File: config.mk
export PLATFORM = sky130hd
export DESIGN_NAME = tlpik_front
export DESIGN_NICKNAME = d
export VERILOG_FILES = /design/src/tlpik_pkg.sv /design/src/tlpik_front.sv
export SDC_FILE = /design/constraint.sdc
export NUM_CORES = 2
export LEC_CHECK = 0
export ABC_AREA = 1
export ABC_CLOCK_PERIOD_IN_PS = 13200
export BUFFER_PORTS_ARGS = -buffer_cell sky130_fd_sc_hd__buf_4
export CORE_MARGIN = 5
export CORE_UTILIZATION = 48
export CTS_BUF_LIST = sky130_fd_sc_hd__clkbuf_4
export DETAILED_ROUTE_END_ITERATION = 16
export GPL_ROUTABILITY_DRIVEN = 0
export HOLD_SLACK_MARGIN = 0.12
export PLACE_DENSITY = 0.72
export SLEW_MARGIN = 20
export SYNTH_ARGS = -nofsm -noshare
export SYNTH_HDL_FRONTEND = slang
export SYNTH_SLANG_ARGS = --single-unit
export TNS_END_PERCENT = 20
File: constraint.sdc
create_clock -name clk_i -period 13.2 [get_ports clk_i]
set_input_delay 2.64 -clock clk_i [delete_from_list [all_inputs] [get_ports clk_i]]
set_output_delay 2.64 -clock clk_i [all_outputs]
set_load 0.01 [all_outputs]
File: src/tlpik_pkg.sv
// Shared types and constants for the two-link planar inverse kinematics core.
package tlpik_pkg;

  localparam int COORD_WIDTH   = 16;
  localparam int CORDIC_STAGES = 16;
  localparam int LEN_W         = 15;
  localparam int RSQ_W         = 2 * COORD_WIDTH;
  localparam int DEN_W         = 31;
  localparam int DIV_N         = 31;
  localparam int SQ_N          = 31;
  localparam int SQ_RW         = 34;
  localparam int SQ_VW         = 62;
  localparam int CW            = 51;
  localparam int ZW            = 34;
  localparam int SCALE_SH      = 46 - COORD_WIDTH;
  localparam int Q_FRAC        = 30;
  localparam int CORD_LAT      = CORDIC_STAGES + 1;
  localparam int NB            = DIV_N + SQ_N + 6 + CORD_LAT;
  localparam int S_IDX         = DIV_N + SQ_N + 4;
  localparam int K_IDX         = NB - CORD_LAT - 1;
  localparam int QDEPTH        = 4;
  localparam int QAW           = 2;
  localparam int BASE_W        = 16;
  localparam int ELBOW_W       = 15;
  localparam int RSH           = 18;

  localparam logic [LEN_W-1:0] UPPER_RST = 15'd2048;
  localparam logic [LEN_W-1:0] LOWER_RST = 15'd1638;

  localparam logic signed [ZW-1:0] DEG90 = 34'sd1509949440;
  localparam logic signed [ZW:0] RND       = 35'sd131072;
  localparam logic signed [ZW:0] BASE_LIM  = 35'sd23040;
  localparam logic signed [ZW:0] ELBOW_LIM = 35'sd11520;

  localparam logic [31:0] ATAN_TAB [32] = '{
    32'd754974720, 32'd445687602, 32'd235489088, 32'd119537938, 32'd60000934,
    32'd30029717, 32'd15018523, 32'd7509720, 32'd3754917, 32'd1877466,
    32'd938734, 32'd469367, 32'd234684, 32'd117342, 32'd58671, 32'd29335,
    32'd14668, 32'd7334, 32'd3667, 32'd1833, 32'd917, 32'd458, 32'd229,
    32'd115, 32'd57, 32'd29, 32'd14, 32'd7, 32'd4, 32'd2, 32'd1, 32'd0
  };

  typedef enum logic [0:0] {
    CFG_UPPER = 1'b0,
    CFG_LOWER = 1'b1
  } cfg_idx_e;

  typedef struct packed {
    logic signed [COORD_WIDTH-1:0] x;
    logic signed [COORD_WIDTH-1:0] y;
    logic                          up;
    logic                          reach;
    logic                          dz;
  } tlpik_side_t;

  typedef struct packed {
    tlpik_side_t      side;
    logic [DEN_W-1:0] mag;
    logic             neg;
    logic [DEN_W-1:0] den;
  } tlpik_req_t;

  typedef struct packed {
    logic [DEN_W-1:0] rem;
    logic [DEN_W-1:0] q;
    logic [DEN_W-1:0] nb;
    logic [DEN_W-1:0] den;
    logic             neg;
  } tlpik_div_t;

  typedef struct packed {
    logic [SQ_RW-1:0]   rem;
    logic [DEN_W-1:0]   root;
    logic [SQ_VW-1:0]   v;
    logic signed [31:0] c;
  } tlpik_sq_t;

endpackage

File: src/tlpik_front.sv
// Front end: accepts requests, squares terms, checks reachability, forms the cosine numerator.
module tlpik_front (
  input  logic                                      clk_i,
  input  logic                                      rst_ni,
  input  logic                                      valid_i,
  output logic                                      ready_o,
  input  logic signed [tlpik_pkg::COORD_WIDTH-1:0]  x_i,
  input  logic signed [tlpik_pkg::COORD_WIDTH-1:0]  y_i,
  input  logic                                      up_i,
  input  logic [tlpik_pkg::LEN_W-1:0]               l1_i,
  input  logic [tlpik_pkg::LEN_W-1:0]               l2_i,
  output logic                                      req_valid_o,
  input  logic                                      req_ready_i,
  output tlpik_pkg::tlpik_req_t                     req_o
);

  logic adv;
  logic f1_vld_q, f2_vld_q;
  logic signed [tlpik_pkg::COORD_WIDTH-1:0] x1_q, y1_q;
  logic up1_q;
  logic [tlpik_pkg::RSQ_W-1:0] ax2_q, ay2_q, l1sq_q, l2sq_q, sumsq_q, difsq_q;
  logic [tlpik_pkg::DEN_W-1:0] den_q;
  logic [tlpik_pkg::COORD_WIDTH-1:0] ax, ay;
  logic [tlpik_pkg::LEN_W:0] sum;
  logic [tlpik_pkg::LEN_W-1:0] dif;
  logic [tlpik_pkg::RSQ_W-1:0] rsq;
  logic signed [tlpik_pkg::RSQ_W+1:0] num, magw;
  tlpik_pkg::tlpik_req_t req_d, req_q;

  assign adv         = !f2_vld_q || req_ready_i;
  assign ready_o     = adv;
  assign req_valid_o = f2_vld_q;
  assign req_o       = req_q;

  always_comb begin
    ax  = x_i[tlpik_pkg::COORD_WIDTH-1] ? tlpik_pkg::COORD_WIDTH'(-x_i)
                                        : tlpik_pkg::COORD_WIDTH'(x_i);
    ay  = y_i[tlpik_pkg::COORD_WIDTH-1] ? tlpik_pkg::COORD_WIDTH'(-y_i)
                                        : tlpik_pkg::COORD_WIDTH'(y_i);
    sum = {1'b0, l1_i} + {1'b0, l2_i};
    dif = (l1_i > l2_i) ? l1_i - l2_i : l2_i - l1_i;
  end

  always_comb begin
    rsq  = ax2_q + ay2_q;
    num  = $signed({2'b00, rsq}) - $signed({2'b00, l1sq_q}) - $signed({2'b00, l2sq_q});
    magw = num[tlpik_pkg::RSQ_W+1] ? -num : num;
    req_d.side.x     = x1_q;
    req_d.side.y     = y1_q;
    req_d.side.up    = up1_q;
    req_d.side.reach = !((rsq > sumsq_q) || (rsq < difsq_q));
    req_d.side.dz    = (den_q == '0);
    req_d.mag        = magw[tlpik_pkg::DEN_W-1:0];
    req_d.neg        = num[tlpik_pkg::RSQ_W+1];
    req_d.den        = den_q;
  end

  always_ff @(posedge clk_i or negedge rst_ni) begin
    if (!rst_ni) begin
      f1_vld_q <= 1'b0;
      f2_vld_q <= 1'b0;
    end else if (adv) begin
      f1_vld_q <= valid_i;
      f2_vld_q <= f1_vld_q;
    end
  end

  always_ff @(posedge clk_i) begin
    if (adv) begin
      x1_q    <= x_i;
      y1_q    <= y_i;
      up1_q   <= up_i;
      ax2_q   <= tlpik_pkg::RSQ_W'(ax) * tlpik_pkg::RSQ_W'(ax);
      ay2_q   <= tlpik_pkg::RSQ_W'(ay) * tlpik_pkg::RSQ_W'(ay);
      l1sq_q  <= tlpik_pkg::RSQ_W'(l1_i) * tlpik_pkg::RSQ_W'(l1_i);
      l2sq_q  <= tlpik_pkg::RSQ_W'(l2_i) * tlpik_pkg::RSQ_W'(l2_i);
      sumsq_q <= tlpik_pkg::RSQ_W'(sum) * tlpik_pkg::RSQ_W'(sum);
      difsq_q <= tlpik_pkg::RSQ_W'(dif) * tlpik_pkg::RSQ_W'(dif);
      den_q   <= (tlpik_pkg::DEN_W'(l1_i) * tlpik_pkg::DEN_W'(l2_i)) << 1;
      req_q   <= req_d;
    end
  end

endmodule

==> flow_summary.yaml <==
global_route:
  antenna_found_initial: 5
  track_usage_pct: 23.4
  globalRouteOverflowTotal: 0
  first_global_vias: 56100
  grt_pass1_wl_mm: 287
  maximum_number_of_pins_on_one_net_before_global_route_repair: 75
logic_synthesis:
  synth_largest_area_cell: "fa_1"
  synth_warnings: 0
  netlist_instances: 8346
  synth-seq-area-share_pct: 14.7
  total_of_flip_flops_plus_latches_after_synthesis: 339
  postSynth.topFlopCell: "edfxtp_1"
  synthesis.area_per_instance_um2: 8.30
  synth_compound_area_share_pct: 5.66
  async_reset_ff_share_pct: 0.590
  synth_edf_count: 337
  synth_adder_area_share_pct: 46.3
  yosys_cell_types: 63
  simple_gate_fraction_of_synth_area_pct: 15.7
  synth_top_family_by_area: "adder cells"
  post-synth-top-area-fraction_pct: 30.9
  mappedNetlistArea_um2: 69300
  synthXorXnorAreaFrac_pct: 4.44
  synth.mux.area_fraction_pct: 0
  synth_top_cells_by_area: "fa_1, ha_1, edfxtp_1"
run:
  drv.max_cap_violation_count: 0
cells_and_area:
  final_cell_count_no_fill: 10400
  finalNetCount: 10500
  areaGrowthSynthToFinish_pct: 6.07
  final.fill_count: 13300
  drive_above_1_share_pct: 5.18
  final_core_occ_pct: 51.2
  layout_common_cells: "inv_1, nand2_1, fa_1"
  layout_commonest_cell: "inv_1"
floorplan:
  area_enclosed_by_the_die_boundary_um2: 152000
  initial_core_util_pct: 48.3
  number_of_top_level_pins: 167
  placement_rows: 139
  fp.coreArea_um2: 143000
  die_w_um: 390
  dieHeight_um: 390
clock_network:
  post_cts_repair_setup_buffers: 0
  clock_tree.htree_level_count: 3
  post_cts_resize_count: 0
  cts_tree: "built"
  worst_skew_pair.late_latency_ps: 1010
  clk_pin_slew_worst_paths_ps: 70
  cts-root-buf: "clkbuf_4"
  clock-sinks: 339
  cts_made_buffers: 91
  clock_tree_buf_depth: 3
  cts.hold.buffers_added: 0
sta:
  rsz0062_at_grt: "false"
  finalWorstPathRequiredPeriod_ps: 9900
  layout_worst_path_cycle_share_pct: 75.0
  maxSlewHeadroom_pct: 24.0
  fin_setup_tns_ps: 0
  drv_slew: 0
  timing_hold_violations_final: 0
  setup_viol: 0
  fin_worst_skew_ps: 69.8
  layout_setup_ws_ps: 3300
  achievable-frequency_ghz: 0.101
  worst_slew_pin_slew_ps: 1130
worst_setup_path:
  timing.critical_path.slowest_cell_delay_ps: 590
  cp_max_fo: 31
  crit_path_start_kind: "input port"
  critPathKind: "in -> reg"
  cpLargestDelayFamily: "adder cells"
  register_to_register_setup_slack_ps: 5850
  worstPathBufferInverterCount: 10
  critical-path-top-cell-by-count: "inv_1"
  worst_ep_arrival_time_ps: 10660
  worstPathRequired_ps: 13960
  worst_setup_path_end_kind: "flip-flop"
  cpMaxStageDelayCell: "ha_1"
route:
  detail_route.iter0.violations: 4478
  drt_antenna_net_count: 0
  route.final.wire_length_mm: 176
  dr.pass1.iters: 7
  routed_vias_inst: 5.20
  detail_route.drc_violations: 0
  via_count: 54300
  wl_per_cell_um: 16.8
place:
  post-place-ws_ps: 2440
  numPortBuffers: 165
  post_dp_hpwl_mm: 146
  dp_cells: 10300
hold_path:
  hold_path_class: "reg -> reg"
outcome:
  status: "complete, no violations"
-- final timing paths --
check	start	end	depth (start not counted)
max	l1_i[9]	difsq_q[28]$_DFFE_PP_	38
min	y1_q[2]$_DFFE_PP_	req_o[68]$_DFFE_PP_	0
min in group asynchronous	rst_ni	f1_vld_q$_DFFE_PN0P_	1
max reg2reg	ax2_q[3]$_DFFE_PP_	req_o[53]$_DFFE_PP_	32
min reg2reg	y1_q[2]$_DFFE_PP_	req_o[68]$_DFFE_PP_	0
max in group asynchronous	rst_ni	req_valid_o$_DFFE_PN0P_	1
-- synthesized netlist by cell type, drive strengths merged (99+ instances only) --
library cell / number
a21oi: 354
clkbuf: 99
edfxtp: 337
fa: 1068
ha: 853
inv: 2234
nand2: 1652
nand3: 224
nor2: 589
o21ai: 174
xnor2: 118
xor2: 224
-- cell type report --
class / instances / area [um2] / area share (%)
inverters: 2243 / 8420 / 11.5
clock inverters: 32 / 241 / 0.329
multi-input cells: 5630 / 50100 / 68.1
well taps: 1903 / 2380 / 3.24
clock buffers: 121 / 908 / 1.24
flip-flops and latches: 339 / 10200 / 13.8
repair buffers: 173 / 1300 / 1.77
diodes: 2 / 5.00 / 0.00681
-- cell families (layout without fill, tap and decap cells) --
group                    after synthesis  after routing
AND/OR/NAND/NOR                     2652           2652
buffers and inverters               2400           2569
adder cells (fa/ha/maj)             1921           1921
AO/OA/AOI/OAI                        690            690
XOR/XNOR                             342            342
flip-flops                           339            339
other                                  2             27
-- metrics by stage --
step / cell area [um2] / hold WS (ps)
floorplan: 69400 / 400
global placement: 72300 / 401
detailed placement: 72300 / 405
CTS: 73500 / 404
global route: 73500 / 417
finish: 73500 / 403
-- state kept, by name (all words and copies together) (netlist names), 28 cells and up --
signal,cells
l2sq_q,29
difsq_q,28
sumsq_q,31
ax2_q,30
ay2_q,30
req_o,97
den_q,30
l1sq_q,29
-- per-layer routing --
metal  up-vias  share of wire [%]  track usage [%]
met2      2141                 46             38.2
met3       494                7.9             4.03
li1      25500                  -                -
met5         -              0.019                0
met1     26100                 41             30.9
met4         6                4.7             9.82
Power is not shown: default switching activity piles up to over one toggle a cycle in this logic, so the estimate is an artifact.
