--- src/tlpik_pkg.sv ---
// Shared types and constants for the two-link planar inverse kinematics core.
package tlpik_pkg;

  localparam int COORD_WIDTH   = 16;
  localparam int CORDIC_STAGES = 16;
  localparam int LEN_W         = 15;
  localparam int RSQ_W         = 2 * COORD_WIDTH;
  localparam int DEN_W         = 31;
  localparam int DIV_N         = 31;
  localparam int SQ_N          = 31;
  localparam int SQ_RW         = 34;
  localparam int SQ_VW         = 62;
  localparam int CW            = 51;
  localparam int ZW            = 34;
  localparam int SCALE_SH      = 46 - COORD_WIDTH;
  localparam int Q_FRAC        = 30;
  localparam int CORD_LAT      = CORDIC_STAGES + 1;
  localparam int NB            = DIV_N + SQ_N + 6 + CORD_LAT;
  localparam int S_IDX         = DIV_N + SQ_N + 4;
  localparam int K_IDX         = NB - CORD_LAT - 1;
  localparam int QDEPTH        = 4;
  localparam int QAW           = 2;
  localparam int BASE_W        = 16;
  localparam int ELBOW_W       = 15;
  localparam int RSH           = 18;

  localparam logic [LEN_W-1:0] UPPER_RST = 15'd2048;
  localparam logic [LEN_W-1:0] LOWER_RST = 15'd1638;

  localparam logic signed [ZW-1:0] DEG90 = 34'sd1509949440;
  localparam logic signed [ZW:0] RND       = 35'sd131072;
  localparam logic signed [ZW:0] BASE_LIM  = 35'sd23040;
  localparam logic signed [ZW:0] ELBOW_LIM = 35'sd11520;

  localparam logic [31:0] ATAN_TAB [32] = '{
    32'd754974720, 32'd445687602, 32'd235489088, 32'd119537938, 32'd60000934,
    32'd30029717, 32'd15018523, 32'd7509720, 32'd3754917, 32'd1877466,
    32'd938734, 32'd469367, 32'd234684, 32'd117342, 32'd58671, 32'd29335,
    32'd14668, 32'd7334, 32'd3667, 32'd1833, 32'd917, 32'd458, 32'd229,
    32'd115, 32'd57, 32'd29, 32'd14, 32'd7, 32'd4, 32'd2, 32'd1, 32'd0
  };

  typedef enum logic [0:0] {
    CFG_UPPER = 1'b0,
    CFG_LOWER = 1'b1
  } cfg_idx_e;

  typedef struct packed {
    logic signed [COORD_WIDTH-1:0] x;
    logic signed [COORD_WIDTH-1:0] y;
    logic                          up;
    logic                          reach;
    logic                          dz;
  } tlpik_side_t;

  typedef struct packed {
    tlpik_side_t      side;
    logic [DEN_W-1:0] mag;
    logic             neg;
    logic [DEN_W-1:0] den;
  } tlpik_req_t;

  typedef struct packed {
    logic [DEN_W-1:0] rem;
    logic [DEN_W-1:0] q;
    logic [DEN_W-1:0] nb;
    logic [DEN_W-1:0] den;
    logic             neg;
  } tlpik_div_t;

  typedef struct packed {
    logic [SQ_RW-1:0]   rem;
    logic [DEN_W-1:0]   root;
    logic [SQ_VW-1:0]   v;
    logic signed [31:0] c;
  } tlpik_sq_t;

endpackage

--- src/tlpik_queue.sv ---
// Short request queue between the front end and the solver pipeline.
module tlpik_queue (
  input  logic                  clk_i,
  input  logic                  rst_ni,
  input  logic                  push_i,
  output logic                  ready_o,
  input  tlpik_pkg::tlpik_req_t data_i,
  output logic                  valid_o,
  input  logic                  pop_i,
  output tlpik_pkg::tlpik_req_t data_o
);

  tlpik_pkg::tlpik_req_t mem_q [tlpik_pkg::QDEPTH];
  logic [tlpik_pkg::QAW-1:0] wr_q, rd_q;
  logic [tlpik_pkg::QAW:0]   cnt_q;
  logic do_push, do_pop;

  assign ready_o = (cnt_q != (tlpik_pkg::QAW+1)'(tlpik_pkg::QDEPTH));
  assign valid_o = (cnt_q != '0);
  assign data_o  = mem_q[rd_q];
  assign do_push = push_i && ready_o;
  assign do_pop  = pop_i && valid_o;

  always_ff @(posedge clk_i or negedge rst_ni) begin
    if (!rst_ni) begin
      wr_q  <= '0;
      rd_q  <= '0;
      cnt_q <= '0;
    end else begin
      if (do_push) wr_q <= wr_q + 1'b1;
      if (do_pop) rd_q <= rd_q + 1'b1;
      cnt_q <= cnt_q + (tlpik_pkg::QAW+1)'(do_push) - (tlpik_pkg::QAW+1)'(do_pop);
    end
  end

  always_ff @(posedge clk_i) begin
    if (do_push) mem_q[wr_q] <= data_i;
  end

  assert property (@(posedge clk_i) disable iff (!rst_ni)
    cnt_q <= (tlpik_pkg::QAW+1)'(tlpik_pkg::QDEPTH))
    else $error("queue count overflow");

  assert property (@(posedge clk_i) disable iff (!rst_ni)
    (do_push && !do_pop) |=> (cnt_q == $past(cnt_q) + 1'b1))
    else $error("queue count missed a push");

  assert property (@(posedge clk_i) disable iff (!rst_ni)
    (cnt_q == '0) |-> !do_pop)
    else $error("pop from empty queue");

endmodule

--- config.mk ---
export PLATFORM = sky130hd
export DESIGN_NAME = tlpik_queue
export DESIGN_NICKNAME = d
export VERILOG_FILES = /design/src/tlpik_pkg.sv /design/src/tlpik_queue.sv
export SDC_FILE = /design/constraint.sdc
export NUM_CORES = 1
export LEC_CHECK = 0
export BUFFER_PORTS_ARGS = -buffer_cell sky130_fd_sc_hd__buf_2
export CORE_UTILIZATION = 42
export DETAILED_ROUTE_END_ITERATION = 10
export PLACE_DENSITY = 0.62
export SETUP_SLACK_MARGIN = 0.4
export SLEW_MARGIN = 10
export SYNTH_ARGS = -nofsm -noshare
export SYNTH_HDL_FRONTEND = slang
export SYNTH_SLANG_ARGS = --single-unit
--- constraint.sdc ---
create_clock -name clk_i -period 4.5 [get_ports clk_i]
set_input_delay 0.45 -clock clk_i [delete_from_list [all_inputs] [get_ports clk_i]]
set_output_delay 0.45 -clock clk_i [all_outputs]
set_load 0.02 [all_outputs]
==> results of run 1 <==
==> synthesized netlist by cell type (2+ instances only) <==
library cell,count,area (sq um)
nand2b_1,4,25.0
inv_1,6,22.5
xnor2_1,3,26.3
edfxtp_1,392,11800
buf_2,10,50.1
mux4_2,98,2210
o211ai_1,2,15.0
buf_12,10,200
and3b_1,4,35.0
dfrtp_1,7,175
ha_1,6,75.1
nand4bb_1,2,22.5
==> sequential cells by signal, summed over array words and instances (netlist names) <==
name   flops
cnt_q      3
mem_q    392
rd_q       2
wr_q       2
==> power groups by stage <==
stage / registers [mW] / clock network (mW) / logic [mW]
floorplan: 5.15 / 0 / 2.82
detailed placement: 5.39 / 0 / 3.66
CTS: 5.32 / 3.40 / 3.67
finish: 5.29 / 3.32 / 3.57
global route: 5.38 / 3.55 / 3.82
global placement: 5.34 / 0 / 3.61
==> worst min-delay path by stage <==
stage                                   endpoint  startpoint  cells after the start
final                     mem_q[0][92]$_DFFE_PP_  data_i[92]                      1
after global routing      mem_q[0][71]$_DFFE_PP_  data_i[71]                      1
after CTS                 mem_q[1][70]$_DFFE_PP_  data_i[70]                      1
after detailed placement      cnt_q[2]$_DFF_PN0_      rst_ni                      1
after global placement        cnt_q[0]$_DFF_PN0_      rst_ni                      1
after floorplan               cnt_q[0]$_DFF_PN0_      rst_ni                      0
==> final cells by class <==
type	instances	share of cell area, %
clock buffer	52	6.58
sequential	399	68.2
timing repair buffer	211	6.54
clock inverter	22	1.05
inverter	6	0.129
antenna	3	0.0428
multi-input combinational	126	14.2
tap	455	3.25
==> layer usage <==
layer | vias to the layer above | GRT usage (%) | part of all wire [%]
li1 | 2865 | - | -
met1 | 3459 | 19.6 | 40
met2 | 172 | 26.9 | 51
met3 | 58 | 3.99 | 5.6
met4 | 4 | 5.71 | 2.8
met5 | - | 0 | 0.11
==> cell families after synthesis <==
logic type	Yosys count	synth area share (%)
DFF	399	81.2
muxes	98	15.0
buffers and inverters	28	1.98
and+or+nand+nor	13	0.714
adders and majority gates	7	0.646
AOI/OAI and AO/OA	4	0.221
xor gates and xnor gates	4	0.238
==> summary.txt, run 1 <==
Clock tree
  – Sink Count: approximately 400
  – Max Root-Sink Buffers: 3
  – Post-CTS Resized: 0
  – Clk_lat worst skew: 0.53 ns
  – Clock transition at the registers of the reported paths: roughly 0.06 ns
  – TritonCTS Buffers: 43
  – Postcts setup bufs: 0
  – CTS H-Tree Depth: 2
  – Clock root cell: clkbuf_16
  – CTS tree: done
  – # hold bufs at CTS: 1

Synthesis
  – Post-synth EDFFs: 392
  – Post-Synthesis Cells: about 550
  – Mapped Avg Cell Area: approximately 27 sq um
  – Top_reg_cell synth: edfxtp_1
  – Synth unique cells: 21
  – FFs w/ async S/R, synth: under 10%
  – #FFs+latches synth: about 400
  – Post-synthesis cell area: ~15,000 sq um
  – Syn Nets: approximately 660
  – Seq/Total Area, Yosys: about four fifths
  – Yosys warnings: 0

Global route
  – Largest net degree at the start of global routing: 65
  – Vias in the first global route: 7,309
  – Tot GR Track Use: roughly 16%
  – Initial antenna violation count: 6
  – Total gr overflow: 0
  – First-pass GRT wire length: approximately 42,000 um

STA
  – Final WS setup: 1.40 ns
  – Final Setup Violations: 0
  – Fin. Hold Viols: 0
  – Fin. max-slew vios: 0
  – Fin crit share: slightly below 70%
  – Hold WS: between 0.1 and 0.15 ns
  – Worst-Margin Slew: slightly above 1 ns
  – Min cycle time layout: approximately 3.1 ns
  – Clock Skews: ~0.015 ns
  – Total negative slack: 0 ns
  – Slew headroom: ~31%
  – FMAX: ~320 MHz
  – RSZ-0062 raised after global routing: false

Power and ir drop
  – Leakage: 5.93 nW
  – Sw power: around 3.8 mW
  – Total power draw: roughly 12 mW
  – Power Dens Cells: roughly 700 nW/um^2
  – Peak supply drop: approximately 0.33 mV
  – Cell-internal power: approximately 8.4 mW
  – Sw Share: between 30% and 40%
  – Sequential share of power: a little over two fifths
  – Comb power frac: approximately 30%
  – Clk pwr share: between 20 and 30%

Routing
  – WL per Instance: 21.5 um
  – Antenna-violating nets left: 0
  – Drt total wl: ~27,000 um
  – DRT Pass-1 Iters: 4
  – Iteration-0 DRC Markers: 457
  – Drc violations: 0
  – Vias per cell: ~5
  – Vias after detailed routing: ~6,600

Floorplanning
  – Die width: around 190 um
  – Initial core utilization: a little over two fifths
  – Die height: roughly 190 um
  – Core area: 34,500 sq um
  – Placement row count: 68
  – # IOs: between 200 and 250
  – Die ar.: roughly 36,000 sq um

Critical path
  – Critical path's largest stage delay: ~1.1 ns
  – WP buf/inv: 2
  – Setup CP Type: register to primary output
  – Critical Path Start Type: register
  – Reg-to-reg endpoint: mem_q[2][54]$_DFFE_PP_
  – Critical path arrival: 2.65 ns
  – Slowest CP cell: dfrtp_4
  – CP delay by family, top: flip-flops
  – Worst R2R Path Depth: 3
  – Crit path required time: between 4 and 5 ns
  – Cells along the critical path: buf_4, mux4_2, buf_2
  – Worst path depth: 3
  – Critical Path Sink Type: primary output
  – Worst R2R Start: cnt_q[2]$_DFF_PN0_
  – Critical Path Start: rd_q[1]$_DFFE_PN0P_
  – End point of the critical path: data_o[74]
  – Crit-path max FO: 64
  – R2R setup slack: ~2.1 ns

Finish
  – FILL cells: between 2,000 and 3,000
  – Commonest non-fill, non-tap cell in the layout: edfxtp_1
  – Commonest non-fill, non-tap cells in the layout: edfxtp_1, buf_2, mux4_2
  – Util after Layout: around 51%
  – Non-Filler Instances: ~1,300
  – Final #Nets: between 800 and 900
  – Register area: 12,000 sq um
  – Area occupied by multi-input gates: between 2000 and 2500 sq um
  – Area delta synth->final: 19.1%
  – Share of cells above drive strength 1: 45.6%
  – Fin area: around 18,000 sq um

Place
  – Placed Cells incl. Taps: 1,196
  – Post-Place Cell Area: about 16,000 sq um
  – I/O Buffers: 201
  – Setup WS pre-CTS: ~1.9 ns
  – GPL Wtd Cong: roughly 0.70
  – Hpwl dp: around 16,000 um

Hold path
  – Worst min path class: input pin to register

Run status
  – Run status: finished clean

Run
  – Max Cap Viol: 0
No activity file was read; power rests on OpenSTA's default activity.
==> inputs of run 2 (changes only) <==
--- a/config.mk
+++ b/config.mk
@@ -5,6 +5,7 @@
 export SDC_FILE = /design/constraint.sdc
 export NUM_CORES = 1
 export LEC_CHECK = 0
+export ABC_AREA = 1
 export BUFFER_PORTS_ARGS = -buffer_cell sky130_fd_sc_hd__buf_2
 export CORE_UTILIZATION = 42
 export DETAILED_ROUTE_END_ITERATION = 10
==> constraint.sdc (replaced) <==
create_clock -name clk_i -period 3.15 [get_ports clk_i]
set_input_delay 0.315 -clock clk_i [delete_from_list [all_inputs] [get_ports clk_i]]
set_output_delay 0.315 -clock clk_i [all_outputs]
set_load 0.02 [all_outputs]
==> run 2 against run 1 <==
  * Synthesized area up 7.5%
  * Register-to-register slack worse by 1.0 ns
  * Clock skew up 0.0050 ns
  * Count of clock-buffer cells in the layout unchanged
  * Synthesized cell count up 130%
  * Combinational power up 94%
  * Non-clock buffer count up 108
  * Worst setup slack worse by 0.77 ns
  * Cell count up 65%
  * Flip-flop and latch count unchanged
  * Global-route usage up 1.3 points
  * Critical endpoint is now data_o[20]
  * Largest cell class unchanged
  * Largest power group unchanged
==> summary.txt, run 2 <==
Run status
  – Run status: finished clean

STA
  – Fin. max-slew vios: 0
  – Total negative slack: 0 ns
  – Worst-Margin Slew: approximately 0.74 ns
  – Final WS setup: 0.629 ns
  – Clock Skews: around 0.020 ns
  – Fin crit share: approximately four fifths
  – Fin. Hold Viols: 0
  – RSZ-0062 raised after global routing: false
  – Slew headroom: about half
  – Final Setup Violations: 0
  – FMAX: slightly below 400 MHz
  – Min cycle time layout: 2.52 ns

Power and ir drop
  – Sequential share of power: between 30% and 40%
  – Peak supply drop: about 0.65 mV
  – Comb power frac: 36.7%
  – Clk pwr share: roughly 25%
  – Sw Share: ~38%
  – Power Dens Cells: between 900 and 1000 nW/um^2
  – Leakage: between 7 and 8 nW
  – Sw power: a little over 7 mW
  – Cell-internal power: between 10 and 15 mW

Routing
  – Vias per cell: between 4 and 5
  – Drt total wl: about 33,000 um
  – DRT Pass-1 Iters: 4
  – Antenna-violating nets left: 0
  – WL per Instance: roughly 16 um
  – Iteration-0 DRC Markers: ~480
  – Vias after detailed routing: ~10,000
  – Drc violations: 0

Floorplanning
  – Core area: approximately 37,000 sq um
  – # IOs: just over 200
  – Die width: between 150 and 200 um
  – Die height: about 200 um
  – Placement row count: 70
  – Initial core utilization: a little over two fifths
  – Die ar.: 38,400 sq um

Clock tree
  – Clk_lat worst skew: about 0.57 ns
  – Postcts setup bufs: 0
  – TritonCTS Buffers: 43
  – CTS tree: done
  – Max Root-Sink Buffers: 3
  – Clock transition at the registers of the reported paths: about 0.06 ns
  – Clock root cell: clkbuf_16
  – Sink Count: between 300 and 400
  – CTS H-Tree Depth: 2

Synthesis
  – #FFs+latches synth: ~400
  – Post-synth top area share: 74.4%
  – Syn Nets: around 1,400
  – Synth top area cells: edfxtp_1, nand2_1, nor2_1
  – Post-synthesis cell area: 15,800 sq um
  – Yosys warnings: 0
  – FFs w/ async S/R, synth: under 10%
  – Post-Synthesis Cells: roughly 1,300
  – Commonest cells in the netlist: edfxtp_1, nand2_1, nor2_1
  – Top_reg_cell synth: edfxtp_1
  – Leading area contributor after synthesis: edfxtp_1
  – Synth unique cells: 16
  – Mapped Avg Cell Area: 12.2 sq um
  – Top-count cell post-synth: edfxtp_1
  – Seq/Total Area, Yosys: approximately three quarters
  – Post-synth EDFFs: a little under 400

Finish
  – Max reg flops: 392
  – Largest regs: mem_q x392, cnt_q x3
  – FILL cells: between 3,000 and 4,000
  – Area occupied by multi-input gates: 3070 sq um
  – Final #Nets: around 1,700
  – Non-Filler Instances: 2,101
  – Fin area: 19,700 sq um
  – Commonest non-fill, non-tap cells in the layout: edfxtp_1, nand2_1, buf_2
  – Area delta synth->final: 24.4%
  – Biggest register: mem_q
  – Share of cells above drive strength 1: between 10% and 20%
  – Commonest non-fill, non-tap cell in the layout: edfxtp_1
  – Register area: 12,000 sq um

Critical path
  – Critical path arrival: between 2 and 2.5 ns
  – Critical Path Sink Type: primary output
  – Crit-path max FO: 53
  – Critical Path Start Type: register
  – Crit path required time: 2.83 ns
  – Critical Path Start: rd_q[0]$_DFFE_PN0P_
  – Worst R2R Start: cnt_q[1]$_DFF_PN0_
  – Setup CP Type: register to primary output

Place
  – Placed Cells incl. Taps: roughly 1,900
  – GPL Wtd Cong: between 0.7 and 0.8
  – Hpwl dp: roughly 18,000 um
  – Setup WS pre-CTS: between 1 and 1.5 ns
  – Post-Place Cell Area: 17,300 sq um
  – I/O Buffers: about 200

Global route
  – Largest net degree at the start of global routing: between 150 and 200
  – First-pass GRT wire length: just over 50,000 um
  – Total gr overflow: 0
  – Vias in the first global route: roughly 9,800
  – Tot GR Track Use: 17.1%
  – Initial antenna violation count: 3

Run
  – Max Cap Viol: 0

Hold path
  – Worst min path class: input pin to register
  – Hold_sp: pop_i
run 2: changes by cell type after synthesis, sizes merged, moves of 13 or more:
cell,change
clkbuf,+13
o21ai,+196
nand2,+312
mux4,-98
inv,+108
nor2,+201
buf,+29
run 2: layer usage:
| metal | share of wire, % | GRT usage, % |
|---|---|---|
| met2 | 49 | 29.1 |
| met1 | 43 | 21.1 |
| met3 | 5.7 | 4.33 |
| met4 | 2.3 | 6.34 |
| met5 | 0.039 | 0 |
run 2: layout make-up:
cell class                      instances  share of cell area (%)
Timing Repair Buffer                  319                    11.7
Clock inverter                         25                   0.973
Multi-Input combinational cell        722                    15.6
Antenna cell                            2                  0.0254
Clock buffer                           52                    5.75
Sequential cell                       399                    60.8
Tap cell                              468                    2.98
Inverter                              114                    2.21
run 2: logic make-up (layout without fill, tap and decap cells):
family | count (synthesis) | in the layout | synth area share, %
and+or+nand+nor | 519 | 519 | 12.4
DFF | 399 | 399 | 75.6
AOI/OAI and AO/OA | 196 | 196 | 6.20
buffers and inverters | 178 | 510 | 5.28
adders and majority gates | 7 | 7 | 0.601
other | 0 | 2 | 0
run 2: path summary, 6_finish.rpt:
check	endpoint	slack, ns	depth (start not counted)
max in group asynchronous	rd_q[0]$_DFFE_PN0P_	2.82	2
min in group asynchronous	rd_q[0]$_DFFE_PN0P_	0.14	2
hold reg to reg	cnt_q[0]$_DFF_PN0_	0.51	1
hold / removal	rd_q[0]$_DFFE_PN0P_	0.05	3
setup / recovery	data_o[20]	0.63	5
setup reg to reg	cnt_q[2]$_DFF_PN0_	1.10	11
run 2: through the flow:
stage               hold WS (ns)  util, %  total power, mW
floorplan                 0.0194        -             12.0
global placement           0.166     47.1             14.1
detailed placement         0.170     47.1             14.1
CTS                       0.0200     53.4             19.0
global route              0.0546     53.5             20.0
finish                    0.0512     53.5             18.8
run 2: power groups by stage:
| stage | Sequential (mW) | Clock [mW] | Combinational (mW) |
|---|---|---|---|
| 2_1_floorplan | 7.29 | 0 | 4.73 |
| 3_3_place_gp | 7.29 | 0 | 6.77 |
| 3_5_place_dp | 7.32 | 0 | 6.83 |
| 4_1_cts | 7.21 | 4.84 | 6.95 |
| 5_1_grt | 7.29 | 5.03 | 7.71 |
| 6_report | 7.21 | 4.71 | 6.91 |
run 2: critical path, cell delays in order, from the launching register on:
cell and delay [ns]:
dfrtp_4 0.53, clkinv_2 0.07, buf_4 0.53, o21ai_0 0.20
nand2_1 0.11, buf_2 0.17
run 2: repair_timing:
action,4_1_cts,5_1_grt
endpoints found under the hold margin,399,0
hold buffers,99,0
setup endpoints to repair,0,5
gates resized for setup,0,1
==> inputs of run 3 (changes only) <==
--- a/config.mk
+++ b/config.mk
@@ -5,7 +5,7 @@
 export SDC_FILE = /design/constraint.sdc
 export NUM_CORES = 1
 export LEC_CHECK = 0
-export ABC_AREA = 1
+export ABC_AREA = 0
 export BUFFER_PORTS_ARGS = -buffer_cell sky130_fd_sc_hd__buf_2
 export CORE_UTILIZATION = 42
 export DETAILED_ROUTE_END_ITERATION = 10
==> constraint.sdc (replaced) <==
create_clock -name clk_i -period 2.5 [get_ports clk_i]
set_input_delay 0.25 -clock clk_i [delete_from_list [all_inputs] [get_ports clk_i]]
set_output_delay 0.25 -clock clk_i [all_outputs]
set_load 0.02 [all_outputs]
==> run 3 against run 2 <==
  * Count of clock-buffer cells in the layout unchanged
  * Critical path depth decreased by 1
  * Clock skew decreased by 0.012 ns
  * Design area decreased by 2.8%
  * Via count decreased by 28%
  * Routed wire length decreased by 10%
  * Combinational power increased by 23%
  * Critical path type unchanged
==> summary.txt, run 3 (synthesis gave the netlist of run 1 again) <==
Run status
  – Run status: finished clean

STA
  – Fin. Hold Viols: 0
  – RSZ-0062 raised after global routing: true
  – Fin crit share: about nine tenths
  – Total negative slack: 0 ns
  – Min cycle time layout: roughly 2.3 ns
  – FMAX: 436 MHz
  – Clock Skews: between 0.007 and 0.008 ns
  – Final Setup Violations: 0
  – Slew headroom: between 60% and 70%
  – Worst-Margin Slew: approximately 0.47 ns
  – Fin. max-slew vios: 0

Routing
  – Antenna-violating nets left: 0
  – Vias per cell: roughly 5.1
  – WL per Instance: 21.2 um
  – DRT Pass-1 Iters: 4
  – Drt total wl: 29,500 um
  – Drc violations: 0
  – Vias after detailed routing: 7,119
  – Iteration-0 DRC Markers: around 420

Clock tree
  – Max Root-Sink Buffers: 3
  – Clock root cell: clkbuf_16
  – Sink Count: 399
  – TritonCTS Buffers: 40
  – CTS tree: done
  – CTS H-Tree Depth: 2
  – Clock transition at the registers of the reported paths: 0.06 ns
  – Clk_lat worst skew: approximately 0.53 ns

Floorplanning
  – Core area: around 35,000 sq um
  – # IOs: between 200 and 250
  – Die width: between 150 and 200 um
  – Die height: 189 um
  – Initial core utilization: 42.6%
  – Die ar.: 35,800 sq um
  – Placement row count: about 70

Critical path
  – Crit-path max FO: 9
  – Critical path arrival: ~2 ns
  – Crit path required time: around 2.3 ns
  – Setup CP Type: register to primary output
  – Critical Path Start Type: register
  – Critical path's largest stage delay: about 0.52 ns
  – CP delay by family, top: buffers and inverters
  – Cells along the critical path: buf_12, buf_6, mux4_2, buf_2
  – WP buf/inv: 3
  – Slowest CP cell: mux4_2
  – Critical Path Sink Type: primary output

Global route
  – Largest net degree at the start of global routing: about 50
  – Initial antenna violation count: 2
  – First-pass GRT wire length: roughly 45,000 um
  – Tot GR Track Use: between 10% and 20%
  – Vias in the first global route: between 7,000 and 8,000
  – Total gr overflow: 0

Finish
  – Final #Nets: about 1,000
  – Largest regs: mem_q x392, cnt_q x3
  – FILL cells: ~2,700
  – Commonest non-fill, non-tap cells in the layout: edfxtp_1, buf_2, dlygate4sd3_1
  – Max reg flops: 392
  – Commonest non-fill, non-tap cell in the layout: edfxtp_1
  – Util after Layout: a little under three fifths
  – Share of cells above drive strength 1: 43.0%
  – Non-Filler Instances: 1,391
  – Area occupied by multi-input gates: around 2500 sq um
  – Area delta synth->final: 29.9%
  – Register area: about 12,000 sq um
  – Biggest register: mem_q

Hold path
  – Worst min path class: input pin to register

Place
  – Placed Cells incl. Taps: roughly 1,200
  – I/O Buffers: about 200
  – Hpwl dp: 16,700 um
  – GPL Wtd Cong: around 0.77

Power and ir drop
  – Peak supply drop: 0.852 mV
  – Leakage: about 6.6 nW
  – Power Dens Cells: 1210 nW/um^2

Run
  – Max Cap Viol: 0
## run 3: cell types whose count changed in the layout (fill, tap and decap cells not counted), sizes merged, moves of 2 or more
| cell | previous run | this run |
|---|---|---|
| o21ai | 196 | 0 |
| o211ai | 0 | 2 |
| inv | 115 | 6 |
| mux4 | 0 | 98 |
| clkinv | 19 | 13 |
| and3b | 0 | 4 |
| nand3 | 5 | 0 |
| nor2 | 201 | 0 |
| xnor2 | 0 | 3 |
| nand2 | 313 | 1 |
| nand2b | 0 | 4 |
| buf | 219 | 237 |
| clkinvlp | 3 | 1 |
| nand4bb | 0 | 2 |
## run 3: final cells by class
cell class,count,share of cell area [%]
Tap cell,455,2.98
Sequential cell,399,62.6
Clock buffer,52,5.58
Clock inverter,16,0.648
Inverter,6,0.118
Timing Repair Buffer,336,14.8
Multi-Input combinational cell,126,13.3
Antenna cell,1,0.0131
## run 3: worst paths after layout
kind | start | endpoint | slack, ns | cells past startpoint
setup / recovery | rd_q[0]$_DFFE_PN0P_ | data_o[26] | 0.21 | 4
hold / removal | pop_i | rd_q[1]$_DFFE_PN0P_ | 0.08 | 3
setup reg to reg | cnt_q[2]$_DFF_PN0_ | mem_q[2][12]$_DFFE_PP_ | 0.47 | 4
hold reg to reg | wr_q[0]$_DFFE_PN0P_ | wr_q[0]$_DFFE_PN0P_ | 0.67 | 2
max in group asynchronous | rst_ni | rd_q[0]$_DFFE_PN0P_ | 2.22 | 2
min in group asynchronous | rst_ni | wr_q[1]$_DFFE_PN0P_ | 0.09 | 2
## run 3: worst min-delay path: cells and delay by family
| kind | cells | cell delay (ns) |
|---|---|---|
| AO/OA/AOI/OAI | 1 | 0.14 |
| buffers and inverters | 1 | 0.11 |
| XOR/XNOR | 1 | 0.08 |
## run 3: metal layers
metal  track usage (%)  up-vias  share of wire, %
met4              4.59        2               1.8
li1                  -     3109                 -
met1              21.4     3751                42
met2              28.7      213                51
met3              4.21       44               5.8
met5                 0        -             0.044
## run 3: report_power, final
group	total [mW]	internal, mW	leakage, nW	switching, mW
clock	5.52	3.20	0.581	2.32
sequential	9.17	8.82	3.67	0.347
combinational	8.48	3.98	2.33	4.50
## run 3: what timing repair did
| item | CTS | global route |
|---|---|---|
| gates cloned | 5 | 0 |
| hold buffers | 99 | 0 |
| pin swaps | 1 | 5 |
| setup buffers | 13 | 2 |
| endpoints found under the setup margin | 100 | 99 |
| hold endpoints to repair | 399 | 0 |
| resized for setup | 80 | 13 |
## run 3: through the flow
stage	setup slack [ns]	total power [mW]	cell area, sq um	hold slack (ns)
finish	0.205	23.2	19100	0.0847
CTS	0.153	23.3	19000	0.0469
floorplan	0.147	14.3	14700	-0.0456
detailed placement	0.140	16.5	16300	0.0953
global placement	0.298	16.3	16300	0.0881
global route	0.113	24.2	19100	0.0779
